`src/rtl/rlcw_pkg.sv`:
```
// ----------------------------------------------------------------------------
// rlcw_pkg
// Shared types, constants and helper functions for the six-LED colour wave.
// ----------------------------------------------------------------------------
package rlcw_pkg;

  localparam int unsigned LedCount = 6;
  localparam int unsigned IdxW     = 3;
  localparam int unsigned LevelW   = 8;

  localparam logic [LevelW-1:0] LevelMax = 8'd255;

  // Configuration register indexes
  localparam logic CFG_DIRECTION = 1'b0;
  localparam logic CFG_SPEED     = 1'b1;

  typedef enum logic [1:0] {
    PH_RED   = 2'd0,
    PH_BLUE  = 2'd1,
    PH_GREEN = 2'd2
  } phase_e;

  typedef struct packed {
    phase_e            phase;
    logic [LevelW-1:0] red;
    logic [LevelW-1:0] green;
    logic [LevelW-1:0] blue;
  } led_t;

  localparam logic [LevelW-1:0] StartLevel [3] = '{8'd0, 8'd85, 8'd170};

  // Start pattern for one slot; direction 0 mirrors the pattern.
  function automatic led_t start_led(input logic dir, input logic [IdxW-1:0] slot);
    logic [IdxW-1:0] pos;
    led_t            led;
    pos       = dir ? slot : IdxW'(LedCount - 1) - slot;
    led.red   = '0;
    led.green = '0;
    led.blue  = '0;
    if (pos < IdxW'(3)) begin
      led.phase = PH_RED;
      led.red   = StartLevel[pos[1:0]];
    end else begin
      led.phase = PH_BLUE;
      led.blue  = StartLevel[2'(pos - IdxW'(3))];
    end
    return led;
  endfunction

  // Step period in ticks for a speed code.
  function automatic logic [2:0] step_period(input logic [2:0] code);
    logic [2:0] period;
    case (code)
      3'd1:    period = 3'd4;
      3'd2:    period = 3'd3;
      3'd3:    period = 3'd2;
      3'd4:    period = 3'd1;
      default: period = 3'd2;
    endcase
    return period;
  endfunction

endpackage

```
`src/rtl/rgb_led_color_wave_core.sv`:
```
// ----------------------------------------------------------------------------
// rgb_led_color_wave_core
// Six-LED multiplexed colour wave: one LED colour per tick beat.
// ----------------------------------------------------------------------------
// Usage:
//   Input stream (s_axis_*): one beat per tick or restart, tdata[0] = restart.
//   A restart beat reloads the start pattern (placed by the direction
//   register) and clears the scan and prescale counters; it gives no output.
//   A tick beat gives one output beat with the colour of the LED at the scan
//   position, then advances the scan and steps all six LEDs whenever the
//   prescaler reaches the period chosen by the speed register.
//   Output stream (m_axis_*): led index and red, green, blue levels.
//   The output beat is registered and appears in the cycle after its input
//   beat. Throughput: one beat per cycle while the output is taken; the whole
//   update of all six LEDs is done in the accepting cycle, and the output
//   register lets a new beat in while the last result is being taken.
//   Stall: while the output register holds an untaken beat and m_axis_tready
//   is low, s_axis_tready is low and all state holds.
//   Reset: pattern for direction 1, counters cleared, direction 1, speed 3.
//   Configuration writes (cfg_*) take effect at the clock edge; direction is
//   used at the next restart, speed at the next tick.
// ----------------------------------------------------------------------------
module rgb_led_color_wave_core import rlcw_pkg::*; (
  input  logic        clk_i,
  input  logic        rst_ni,
  input  logic        cfg_we_i,
  input  logic        cfg_index_i,
  input  logic [2:0]  cfg_data_i,
  input  logic        s_axis_tvalid,
  output logic        s_axis_tready,
  input  logic [7:0]  s_axis_tdata,   // [0] restart, [7:1] zero
  output logic        m_axis_tvalid,
  input  logic        m_axis_tready,
  output logic [31:0] m_axis_tdata    // [2:0] led_index, [10:3] red_level,
                                      // [18:11] green_level, [26:19] blue_level
);

  logic       dir_q;
  logic [2:0] speed_q;

  led_t            leds_q [LedCount];
  led_t            leds_d [LedCount];
  led_t            stepped [LedCount];
  logic [IdxW-1:0] scan_q, scan_d;
  logic [2:0]      presc_q, presc_d;

  logic        out_valid_q;
  logic [26:0] out_data_q, out_data_d;

  logic            in_fire, restart, tick;
  logic [IdxW-1:0] pos;
  logic [2:0]      presc_inc;
  logic            do_step;

  assign s_axis_tready = !out_valid_q || m_axis_tready;
  assign in_fire       = s_axis_tvalid && s_axis_tready;
  assign restart       = s_axis_tdata[0];
  assign tick          = in_fire && !restart;

  assign m_axis_tvalid = out_valid_q;
  assign m_axis_tdata  = {5'd0, out_data_q};

  // configuration registers
  always_ff @(posedge clk_i or negedge rst_ni) begin
    if (!rst_ni) begin
      dir_q   <= 1'b1;
      speed_q <= 3'd3;
    end else if (cfg_we_i) begin
      unique case (cfg_index_i)
        CFG_DIRECTION: dir_q   <= cfg_data_i[0];
        CFG_SPEED:     speed_q <= cfg_data_i;
        default: ;
      endcase
    end
  end

  for (genvar g = 0; g < LedCount; g++) begin : g_led
    rlcw_led_step u_step (
      .led_i (leds_q[g]),
      .led_o (stepped[g])
    );
  end

  always_comb begin
    pos        = (scan_q >= IdxW'(LedCount)) ? '0 : scan_q;
    out_data_d = {leds_q[pos].blue, leds_q[pos].green, leds_q[pos].red, pos};
    presc_inc  = presc_q + 3'd1;
    do_step    = presc_inc >= step_period(speed_q);
    scan_d     = scan_q;
    presc_d    = presc_q;
    leds_d     = leds_q;
    if (in_fire) begin
      if (restart) begin
        scan_d  = '0;
        presc_d = '0;
        for (int i = 0; i < LedCount; i++) begin
          leds_d[i] = start_led(dir_q, IdxW'(i));
        end
      end else begin
        scan_d  = (pos == IdxW'(LedCount - 1)) ? '0 : pos + IdxW'(1);
        presc_d = do_step ? '0 : presc_inc;
        if (do_step) begin
          leds_d = stepped;
        end
      end
    end
  end

  always_ff @(posedge clk_i or negedge rst_ni) begin
    if (!rst_ni) begin
      scan_q  <= '0;
      presc_q <= '0;
      for (int i = 0; i < LedCount; i++) begin
        leds_q[i] <= start_led(1'b1, IdxW'(i));
      end
    end else begin
      scan_q  <= scan_d;
      presc_q <= presc_d;
      leds_q  <= leds_d;
    end
  end

  // output register: load on a tick, drop once taken
  always_ff @(posedge clk_i or negedge rst_ni) begin
    if (!rst_ni) begin
      out_valid_q <= 1'b0;
    end else if (tick) begin
      out_valid_q <= 1'b1;
    end else if (m_axis_tready) begin
      out_valid_q <= 1'b0;
    end
  end

  always_ff @(posedge clk_i) begin
    if (tick) begin
      out_data_q <= out_data_d;
    end
  end

  // assertions
  a_scan_range: assert property (@(posedge clk_i) disable iff (!rst_ni)
    scan_q < IdxW'(LedCount))
    else $error("scan position out of range");

  a_presc_range: assert property (@(posedge clk_i) disable iff (!rst_ni)
    presc_q < 3'd4)
    else $error("prescale count beyond longest period");

  a_restart_clears: assert property (@(posedge clk_i) disable iff (!rst_ni)
    (in_fire && restart) |=> (scan_q == '0 && presc_q == '0))
    else $error("restart did not clear counters");

  a_tick_result: assert property (@(posedge clk_i) disable iff (!rst_ni)
    tick |=> (m_axis_tvalid && m_axis_tdata[2:0] == $past(pos)))
    else $error("tick did not give its result");

endmodule

```
`src/rtl/rlcw_led_step.sv`:
```
// ----------------------------------------------------------------------------
// rlcw_led_step
// One ramp step of a single LED towards its phase target, with phase advance.
// ----------------------------------------------------------------------------
module rlcw_led_step import rlcw_pkg::*; (
  input  led_t led_i,
  output led_t led_o
);

  function automatic logic [LevelW-1:0] ramp(input logic [LevelW-1:0] v,
                                             input logic [LevelW-1:0] tgt);
    logic [LevelW-1:0] r;
    if (v < tgt) begin
      r = v + LevelW'(1);
    end else if (v > tgt) begin
      r = v - LevelW'(1);
    end else begin
      r = v;
    end
    return r;
  endfunction

  logic [LevelW-1:0] tgt_r, tgt_g, tgt_b;
  phase_e            next_phase;
  logic              valid_phase;
  led_t              ramped;

  always_comb begin
    tgt_r       = '0;
    tgt_g       = '0;
    tgt_b       = '0;
    next_phase  = led_i.phase;
    valid_phase = 1'b1;
    unique case (led_i.phase)
      PH_RED: begin
        tgt_r      = LevelMax;
        next_phase = PH_BLUE;
      end
      PH_BLUE: begin
        tgt_b      = LevelMax;
        next_phase = PH_GREEN;
      end
      PH_GREEN: begin
        tgt_g      = LevelMax;
        next_phase = PH_RED;
      end
      default: valid_phase = 1'b0;
    endcase
  end

  always_comb begin
    ramped.phase = led_i.phase;
    ramped.red   = ramp(led_i.red,   tgt_r);
    ramped.green = ramp(led_i.green, tgt_g);
    ramped.blue  = ramp(led_i.blue,  tgt_b);
    // advance the phase on arrival at the target colour
    if (ramped.red == tgt_r && ramped.green == tgt_g && ramped.blue == tgt_b) begin
      ramped.phase = next_phase;
    end
    led_o = valid_phase ? ramped : led_i;
  end

endmodule

```
`config.mk`:
```
export PLATFORM = sky130hd
export DESIGN_NAME = rgb_led_color_wave_core
export DESIGN_NICKNAME = d
export VERILOG_FILES = /design/src/rtl/rlcw_pkg.sv /design/src/rtl/rgb_led_color_wave_core.sv /design/src/rtl/rlcw_led_step.sv
export SDC_FILE = /design/constraint.sdc
export NUM_CORES = 1
export LEC_CHECK = 0
export BUFFER_PORTS_ARGS = -buffer_cell sky130_fd_sc_hd__buf_2
export CORE_MARGIN = 10
export CORE_UTILIZATION = 44
export CTS_CLUSTER_SIZE = 16
export DETAILED_ROUTE_END_ITERATION = 10
export SKIP_LAST_GASP = 1
export SLEW_MARGIN = 40
export SYNTH_ARGS = -nofsm -noshare
export SYNTH_HDL_FRONTEND = slang
export SYNTH_SLANG_ARGS = --single-unit
```
`constraint.sdc`:
```
create_clock -name clk_i -period 4.9 [get_ports clk_i]
set_input_delay 0.245 -clock clk_i [delete_from_list [all_inputs] [get_ports clk_i]]
set_output_delay 0.245 -clock clk_i [all_outputs]
set_load 0.1 [all_outputs]
```
**Word-level counts from Yosys, hierarchy flattened**

Cells that the tools add are included.

- Logic and storage cells: 393
- Input bits: 17
- Output and inout bits: 34
- Register bits: 194

- Reduce and logical (&&, ||, !) cells: 63
- Mux-type cells: 151
- Add/subtract/negate cells: 44
- Equality and inequality tests: 34
- Magnitude comparators: 57
- Bitwise gates (word level): 14

Operators by type and width:

| kind | number |
|---|---|
| 8-bit 2-to-1 mux | 90 |
| 156-bit 2-to-1 mux | 2 |
| 8-bit binary-select mux with 2-bit select | 12 |
| 26-bit 2-to-1 mux | 6 |
| 8-bit by 1-bit adder with 8-bit output, second input constant | 18 |
| 8-bit == test | 18 |
| 8-bit > comparator | 18 |
| 8-bit < comparator | 18 |
| 8-bit by 1-bit subtractor with 8-bit output, second input constant | 18 |
| 26-bit binary-select mux with 3-bit select | 1 |
| 24-bit 2-to-1 mux | 2 |
| 3-bit >= comparator, second input constant | 13 |
| 2-bit inverter with 3-bit output | 12 |
| 2-bit case mux with 3 select lines | 6 |
| 5-bit AND reduction | 6 |
| 2-bit nonzero test | 14 |
| 3-bit 2-to-1 mux | 9 |
| 4-bit nonzero test | 6 |
| 3-bit AND reduction | 6 |
| 3-bit OR reduction | 6 |
| 1-bit 2-to-1 mux | 16 |
| 1-bit logical AND | 14 |
| 2-bit by 1-bit == test with 1-bit output, second input constant | 6 |
| 2-bit == test, second input constant | 6 |
| other kinds (17) | 40 |

**Depth between registers and ports, before layout**

Gate-level depths: netlist of run 1.

- Depth after elaboration: 12
- Mapped depth: 16
- Mapped depth without buffers: 14

**Hierarchy**

From an unflattened synthesis of run 1, not the netlist that was laid out.

- Cell total of the unflattened synthesis: 3,073
- Area total of the unflattened synthesis: 25,404.4 um^2

Modules (own cells, without submodules):

| module | cells each | seq. area each (um^2) | times used | area an instance (um^2) |
|---|---|---|---|---|
| rgb_led_color_wave_core | 1,146 | 5,017.3 | 1 | 11,453.5 |
| rlcw_led_step (g_led[0].u_step ...) | 315 | 0.0 | 3 | 2,283.4 |
| rlcw_led_step (g_led[5].u_step) | 377 | 0.0 | 1 | 2,647.5 |
| rlcw_led_step (g_led[1].u_step) | 319 | 0.0 | 1 | 2,341.0 |
| rlcw_led_step (g_led[2].u_step) | 286 | 0.0 | 1 | 2,112.0 |

**Least setup slack after synthesis of run 1**

No wires, ideal clock.

- Kind: register to register
- From: register out_valid_q, in the netlist m_axis_tvalid
- To: register leds_q[102] in the netlist's numbering
- Stages on the path, launching flop included: 10
- Period minus slack after synthesis: 4.491 ns
- Path slack: 0.409 ns
- Arrival time: 4.368 ns
- Path buffers: 0
- Library setup time: 0.123 ns
- Cells stage by stage: dfrtp_1 > nand2b_1 > nand2_1 > nor3_1 > o21ai_1 > a21oi_1 > or4b_2 > a222oi_1 > mux2i_1 > o221a_1

- Longest elaborated chain between the ends: 4

Ends and longest elaborated chain:

| element | line | RTL |
|---|---|---|
| start, declared | rgb_led_color_wave_core.sv:47 | `logic out_valid_q;` |
| start signal, assigned | rgb_led_color_wave_core.sv:126 | `out_valid_q <= 1'b0;` |
| start signal, assigned | rgb_led_color_wave_core.sv:128 | `out_valid_q <= 1'b1;` |
| start signal, assigned | rgb_led_color_wave_core.sv:130 | `out_valid_q <= 1'b0;` |
| 1-bit zero test | rgb_led_color_wave_core.sv:55 | `assign s_axis_tready = !out_valid_q \|\| m_axis_tready;` |
| 1-bit logical OR | rgb_led_color_wave_core.sv:55 |  |
| via s_axis_tready | rgb_led_color_wave_core.sv:30 | `output logic s_axis_tready,` |
| 1-bit logical AND | rgb_led_color_wave_core.sv:56 | `assign in_fire = s_axis_tvalid && s_axis_tready;` |
| 5-bit AND reduction (no source line) | -- |  |
| end signal, assigned by index | rgb_led_color_wave_core.sv:114 | `leds_q[i] <= start_led(1'b1, IdxW'(i));` |
| end signal, assigned | rgb_led_color_wave_core.sv:119 | `leds_q <= leds_d;` |
| end, declared | rgb_led_color_wave_core.sv:41 | `led_t leds_q [LedCount];` |

The timed path passes the listed nets, and every way through them passes these cells.
A chain may end at the register's enable or synchronous reset.

**Final worst setup path of run 1**

- From: register leds_q[76] in the netlist's numbering
- To: register leds_q[76] in the netlist's numbering

- Longest elaborated chain between the ends: 10

Ends and longest elaborated chain:

| element | line | RTL |
|---|---|---|
| 2-bit == test / 2-bit zero test (equally long branches) | rlcw_led_step.sv:34 | `unique case (led_i.phase)` |
| 8-bit 2-to-1 mux | rlcw_led_step.sv:34 |  |
| 8-bit > comparator | rlcw_led_step.sv:15 | `end else if (v > tgt) begin` |
| 8-bit 2-to-1 mux | rlcw_led_step.sv:15 |  |
| 8-bit 2-to-1 mux | rlcw_led_step.sv:13 | `if (v < tgt) begin` |
| 8-bit == test | rlcw_led_step.sv:57 | `if (ramped.red == tgt_r && ramped.green == tgt_g && ramped.blue == tgt_b) begin` |
| 1-bit logical AND (2 in series) | rlcw_led_step.sv:57 |  |
| 2-bit nonzero test (no source line) | -- |  |
| 5-bit AND reduction (no source line) | -- |  |

Several ways; a longest one is shown, not always the timed one. The select of a mux whose other input is x is not followed.

==> run summary, run 1 <==
synthesized area: 20100 sq um
synth cell count leaders: nand2_1, ha_1, o21ai_0
final-layout fill cell count: 4343
final setup violating endpoints: 0
worst-case reg-to-reg path depth: 14
crit-path max cell delay: 0.58 ns
CP Capture Type: flip-flop
Final Cycle Share: 0.946
Bufs and invs on worst path: 2
Seq/Total Area, Yosys: 0.250
final worst slack: 0.266 ns
residual DRC count: 0
die area: 54500 sq um
CP Cell Sequence: inv_1 -> ha_1 -> inv_1 -> ha_1 -> nand3_1 -> a21oi_1 -> o21bai_2 -> a22oi_1 -> nor3b_1 -> o2111ai_1 -> or4_1 -> a221oi_1 -> mux2i_1 -> o221a_2
Min-Delay Path Class: in -> reg
initial detailed-routing violation count: 1892
clk sink count: 194
Area contributors post-synth: dfrtp_1, ha_1, mux2i_1
most frequent cell after synthesis: nand2_1
flop-to-flop setup slack: 0.27 ns
FP Rows: 78
H-tree Lvls: 4
setup slack after placement: 0.135 ns
Die Ht: 233 um
Initial Utilization: 0.444
I/O pins: 51
post-synthesis instance total: 2393
Overflow after GRT: 0
post-DP HPWL: 48.0 mm
WHS Endpoint: m_axis_tvalid
GRT Resource Usage Total: 0.234
Cell Pwr Density: 744 nW/um^2
Hold Path Stages: 3
synth warn: 0
highest clock rate: 0.216 GHz
first-pass GRT wire length: 101 mm
CP max-delay cell: dfstp_2
Clock Pin Slew Worst Setup and Hold Paths: 0.08 ns
CTS tree: done
Final nets: 2578
P_leak: 9.00 nW
Port Buffer Count: 38
Avg Synthesized Cell Area: 8.38 sq um
hold path startpoint: m_axis_tready
Main synth FF type: dfrtp_1
VDD IR max: 0.000348 V
share of post-route cells with drive strength above 1: 0.0993
# diodes: 0
critical path peak fanout: 10
final hold viol count: 0
Yosys reg bits: 194
critical path type: reg -> reg
Pins Over Slew Limit: 0
number of global-route vias before repair: 18.0k
number of synthesized flops with an enable pin: 27
number of CTS-inserted buffers: 17
Reg area: 5020 sq um
minimum clock period after layout: 4.63 ns
core area: 45200 sq um
Max-Cap Viols: 0
initial antenna violation count: 2
clock skew: 0.0113 ns
CP arrival: 5.08 ns
CP delay by family, top: compound AO/OA/AOI/OAI gates
Reg2Reg Launch Point: leds_q[76]
Slew headroom: 0.413
Final Core Density: 0.476
cell taking the most area after synthesis: dfrtp_1
via count: 19.1k
final antenna-violating net count: 0
outcome: finished, final reports clean
asr flop ratio synth: 0.861
Pre-antenna DRT Iters: 6
top-area cell type share of the netlist area: 0.181
CTS Root Cell: clkbuf_16
Critical Path RT: 5.34 ns
area of the multi-input gates: 14100 sq um
Post-Route WL: 64.5 mm
synth unique cells: 92
Critical Path Source Type: flip-flop
reg2reg end: leds_q[76]
DR vias/cell: 6.44
RSZ-0062 raised after global routing: yes
Area growth syn-to-layout: 7.16%
GPL Wtd Cong: 0.932
largest net degree at the start of global routing: 97
die width: 233 um
Clock Latency Late Sink: 0.50 ns
Longest Clk Path Bufs: 2
Routed wire per std cell: 21.8 um
Least-Margin Pin Slew: 0.877 ns
state kept, by name, summed over array words and instances, names as in the netlist:
signal         count
dir_q              1
leds_q           156
m_axis_tvalid      1
out_data_q        27
presc_q            3
scan_q             3
speed_q            3
layout make-up:
class                           count  area share
Multi-Input combinational cell   1956       0.658
Sequential cell                   194       0.234
Tap cell                          600      0.0349
Timing Repair Buffer               88      0.0296
Clock buffer                       18      0.0200
Inverter                           96      0.0168
Clock inverter                     14     0.00757
report_power, final:
part | switching [mW] | internal (mW) | total [mW]
clock network | 0.703 | 0.799 | 1.50
registers | 1.40 | 2.24 | 3.65
logic | 6.50 | 4.33 | 10.8
per-stage QoR:
stage | instance area (sq um) | power [mW] | hold WS (ns) | instances | setup TNS, ns
after global routing | 21500 | 17.3 | 0.136 | 2966 | -0.0212
after detailed placement | 20800 | 14.2 | 0.258 | 2929 | 0
after CTS | 21400 | 15.8 | 0.0538 | 2965 | 0
after floorplan | 20100 | 11.5 | -0.0506 | 2397 | 0
final | 21500 | 16.0 | 0.101 | 2966 | 0
after global placement | 20700 | 13.9 | 0.411 | 2927 | 0
cells in the final DEF (no fill, tap or decap), types with 44 or more instances in the layout:
cell,Yosys,routed
nor3_1,75,71
a21oi_1,106,102
ha_1,208,208
xnor2_1,52,52
nand2_1,212,212
nand4_1,57,57
inv_1,96,96
xor2_1,61,61
dfrtp_1,145,143
nand3_1,133,133
buf_4,6,44
o21ai_0,173,173
nor2_1,121,119
mux2i_1,101,101
layer usage:
layer | routed length (um) | vias to the layer above | part of all wire | global-route usage
met2 | 29900 | 637 | 0.46 | 0.379
met1 | 28700 | 9440 | 0.44 | 0.310
li1 | - | 8941 | - | -
met3 | 3940 | 86 | 0.061 | 0.0336
met4 | 1960 | 2 | 0.030 | 0.0869
met5 | 12 | - | 0.00019 | 0
worst min-delay path: cells and delay by family:
kind	cells	cell delay, ns
buf+inv	1	0.07
compound gates	1	0.09
simple gates	1	0.14
cell families after synthesis:
group | share of synthesized area
muxes | 0.0886
buffers and inverters | 0.0500
and+or+nand+nor | 0.214
DFF | 0.250
adders and majority gates | 0.130
other | 0.000187
AOI/OAI and AO/OA | 0.217
xor gates and xnor gates | 0.0502
timing repair:
item,in CTS,in global routing
gates resized for setup,0,9
hold endpoints to repair,84,0
hold buffers,4,0
buffers inserted,0,1
endpoints found under the setup margin,0,7
worst max-delay path by stage:
stage | cells after the start | slack [ns] | from | end
floorplan | 9 | 0.41 | m_axis_tvalid | leds_q[102]
global placement | 14 | 0.33 | leds_q[102] | leds_q[102]
detailed placement | 14 | 0.13 | leds_q[76] | leds_q[76]
CTS | 14 | 0.11 | leds_q[76] | leds_q[76]
global route | 14 | -0.02 | leds_q[50] | leds_q[50]
finish | 14 | 0.27 | leds_q[76] | leds_q[76]
(Power assumes the default switching activity.)
==> run 2: changes to the inputs <==
--- a/config.mk
+++ b/config.mk
@@ -5,7 +5,7 @@
 export SDC_FILE = /design/constraint.sdc
 export NUM_CORES = 1
 export LEC_CHECK = 0
-export BUFFER_PORTS_ARGS = -buffer_cell sky130_fd_sc_hd__buf_2
+export BUFFER_PORTS_ARGS = -buffer_cell sky130_fd_sc_hd__buf_4
 export CORE_MARGIN = 10
 export CORE_UTILIZATION = 44
 export CTS_CLUSTER_SIZE = 16
==> run summary, run 2 (synthesized netlist as in run 1, its figures left out) <==
outcome: finished, final reports clean
Setup TNS: 0 ns
Post-Route WL: 63.4 mm
Hold Path Stages: 3
Tot Pwr: 16.0 mW
initial antenna violation count: 0
DR vias/cell: 6.40
critical path type: reg -> reg
post-DP HPWL: 47.0 mm
residual DRC count: 0
Cell Pwr Density: 741 nW/um^2
Largest Register: leds_q
number of global-route vias before repair: 17.5k
Port Buffer Count: 38
area of the multi-input gates: 14100 sq um
critical path peak fanout: 8
Reg2Reg Launch Point: leds_q[102]
Overflow after GRT: 0
most frequent cells in the layout: nand2_1, ha_1, o21ai_0
Pins Over Slew Limit: 0
initial detailed-routing violation count: 1996
reg2reg end: leds_q[102]
final worst slack: 0.250 ns
Critical Path Source Type: flip-flop
highest clock rate: 0.215 GHz
Longest Clk Path Bufs: 2
Final Cycle Share: 0.949
Slew headroom: 0.443
Final Core Density: 0.477
clock skew: 0.0159 ns
final-layout fill cell count: 4323
design area: 21600 sq um
Routed wire per std cell: 21.4 um
Pre-antenna DRT Iters: 7
Max-Cap Viols: 0
most common cell after layout, fill and taps aside: nand2_1
dpl cell area: 20900 sq um
CP Capture Type: flip-flop
share of post-route cells with drive strength above 1: 0.0975
Critical Path RT: 5.35 ns
Area growth syn-to-layout: 7.46%
clk sink count: 194
GRT Resource Usage Total: 0.232
I/O pins: 51
minimum clock period after layout: 4.65 ns
largest net degree at the start of global routing: 97
Regs by FF count: leds_q (156), out_data_q (27)
Clock Pin Slew Worst Setup and Hold Paths: 0.07 ns
GPL Wtd Cong: 0.958
Least-Margin Pin Slew: 0.833 ns
VDD IR max: 0.000340 V
Reg area: 5020 sq um
CTS Root Cell: clkbuf_16
CP arrival: 5.10 ns
FP Rows: 78
first-pass GRT wire length: 99.9 mm
CP Cell Sequence: inv_1 -> ha_1 -> inv_1 -> ha_1 -> a211o_1 -> a21oi_1 -> o21ai_2 -> mux2i_4 -> xnor2_1 -> or4_1 -> or4_1 -> a222oi_1 -> buf_4 -> mux2i_1 -> o221a_1
flop-to-flop setup slack: 0.25 ns
final antenna-violating net count: 0
setup slack after placement: 0.183 ns
die width: 233 um
P_leak: 9.00 nW
Final nets: 2571
# diodes: 0
Min-Delay Path Class: in -> reg
crit-path max cell delay: 0.53 ns
via count: 18.9k
Clock Latency Late Sink: 0.52 ns
H-tree Lvls: 4
final hold viol count: 0
number of CTS-inserted buffers: 17
Initial Utilization: 0.444
max reg flops: 156
worst-case reg-to-reg path depth: 15
final setup violating endpoints: 0
hold path startpoint: cfg_index_i
die area: 54500 sq um
core area: 45200 sq um
CTS tree: done
CP max-delay cell: or4_1
WHS Endpoint: dir_q
Die Ht: 233 um
-- run 2: stage by stage --
| step | hold slack (ns) | instances |
|---|---|---|
| 3_5_place_dp | 0.319 | 2922 |
| 3_3_place_gp | 0.309 | 2920 |
| 6_report | 0.0980 | 2959 |
| 2_1_floorplan | -0.0506 | 2397 |
| 4_1_cts | 0.0659 | 2958 |
| 5_1_grt | 0.0821 | 2959 |
-- run 2: final cells by class --
| cell class | instances | area share |
|---|---|---|
| well taps | 600 | 0.0348 |
| repair buffers | 81 | 0.0314 |
| clock buffers | 21 | 0.0214 |
| multi-input cells | 1956 | 0.655 |
| inverters | 96 | 0.0169 |
| clock inverters | 11 | 0.00708 |
| flip-flops and latches | 194 | 0.233 |
-- run 2: power by group --
part	total, mW	switching (mW)	internal (mW)	leakage, nW
Combinational	10.7	6.44	4.30	6.31
Clock	1.55	0.717	0.833	0.292
Sequential	3.66	1.42	2.24	2.40
Total	16.0	8.58	7.38	9.00
-- run 2: worst max-delay path by stage --
stage	cells after the start	slack [ns]	end	from
finish	15	0.25	leds_q[102]	leds_q[102]
global route	15	-0.04	leds_q[102]	leds_q[102]
CTS	14	0.16	leds_q[50]	leds_q[50]
detailed placement	14	0.18	leds_q[50]	leds_q[50]
global placement	14	0.35	leds_q[76]	leds_q[76]
floorplan	9	0.41	leds_q[102]	m_axis_tvalid
-- run 2: worst max-delay path, delay by kind of cell, from the launching register on --
family,cells,cell delay (ns)
compound gates,5,1.37
simple gates,2,1.06
fa+ha+maj,2,0.60
buf+inv,3,0.56
mux,2,0.43
flops,1,0.42
xor+xnor,1,0.15
-- run 2: repair_timing --
| action | CTS | global route |
|---|---|---|
| endpoints found under the setup margin | 0 | 7 |
| hold endpoints to repair | 67 | 0 |
| resized for setup | 0 | 10 |
| hold buffers | 4 | 0 |
| buffers inserted | 0 | 1 |
-- run 2: metal layers --
metal	global-route usage	vias up	wire length, um
li1	-	8939	-
met1	0.314	9318	28800
met2	0.369	613	29500
met3	0.0396	79	3680
met4	0.0744	0	1510
met5	0	-	0
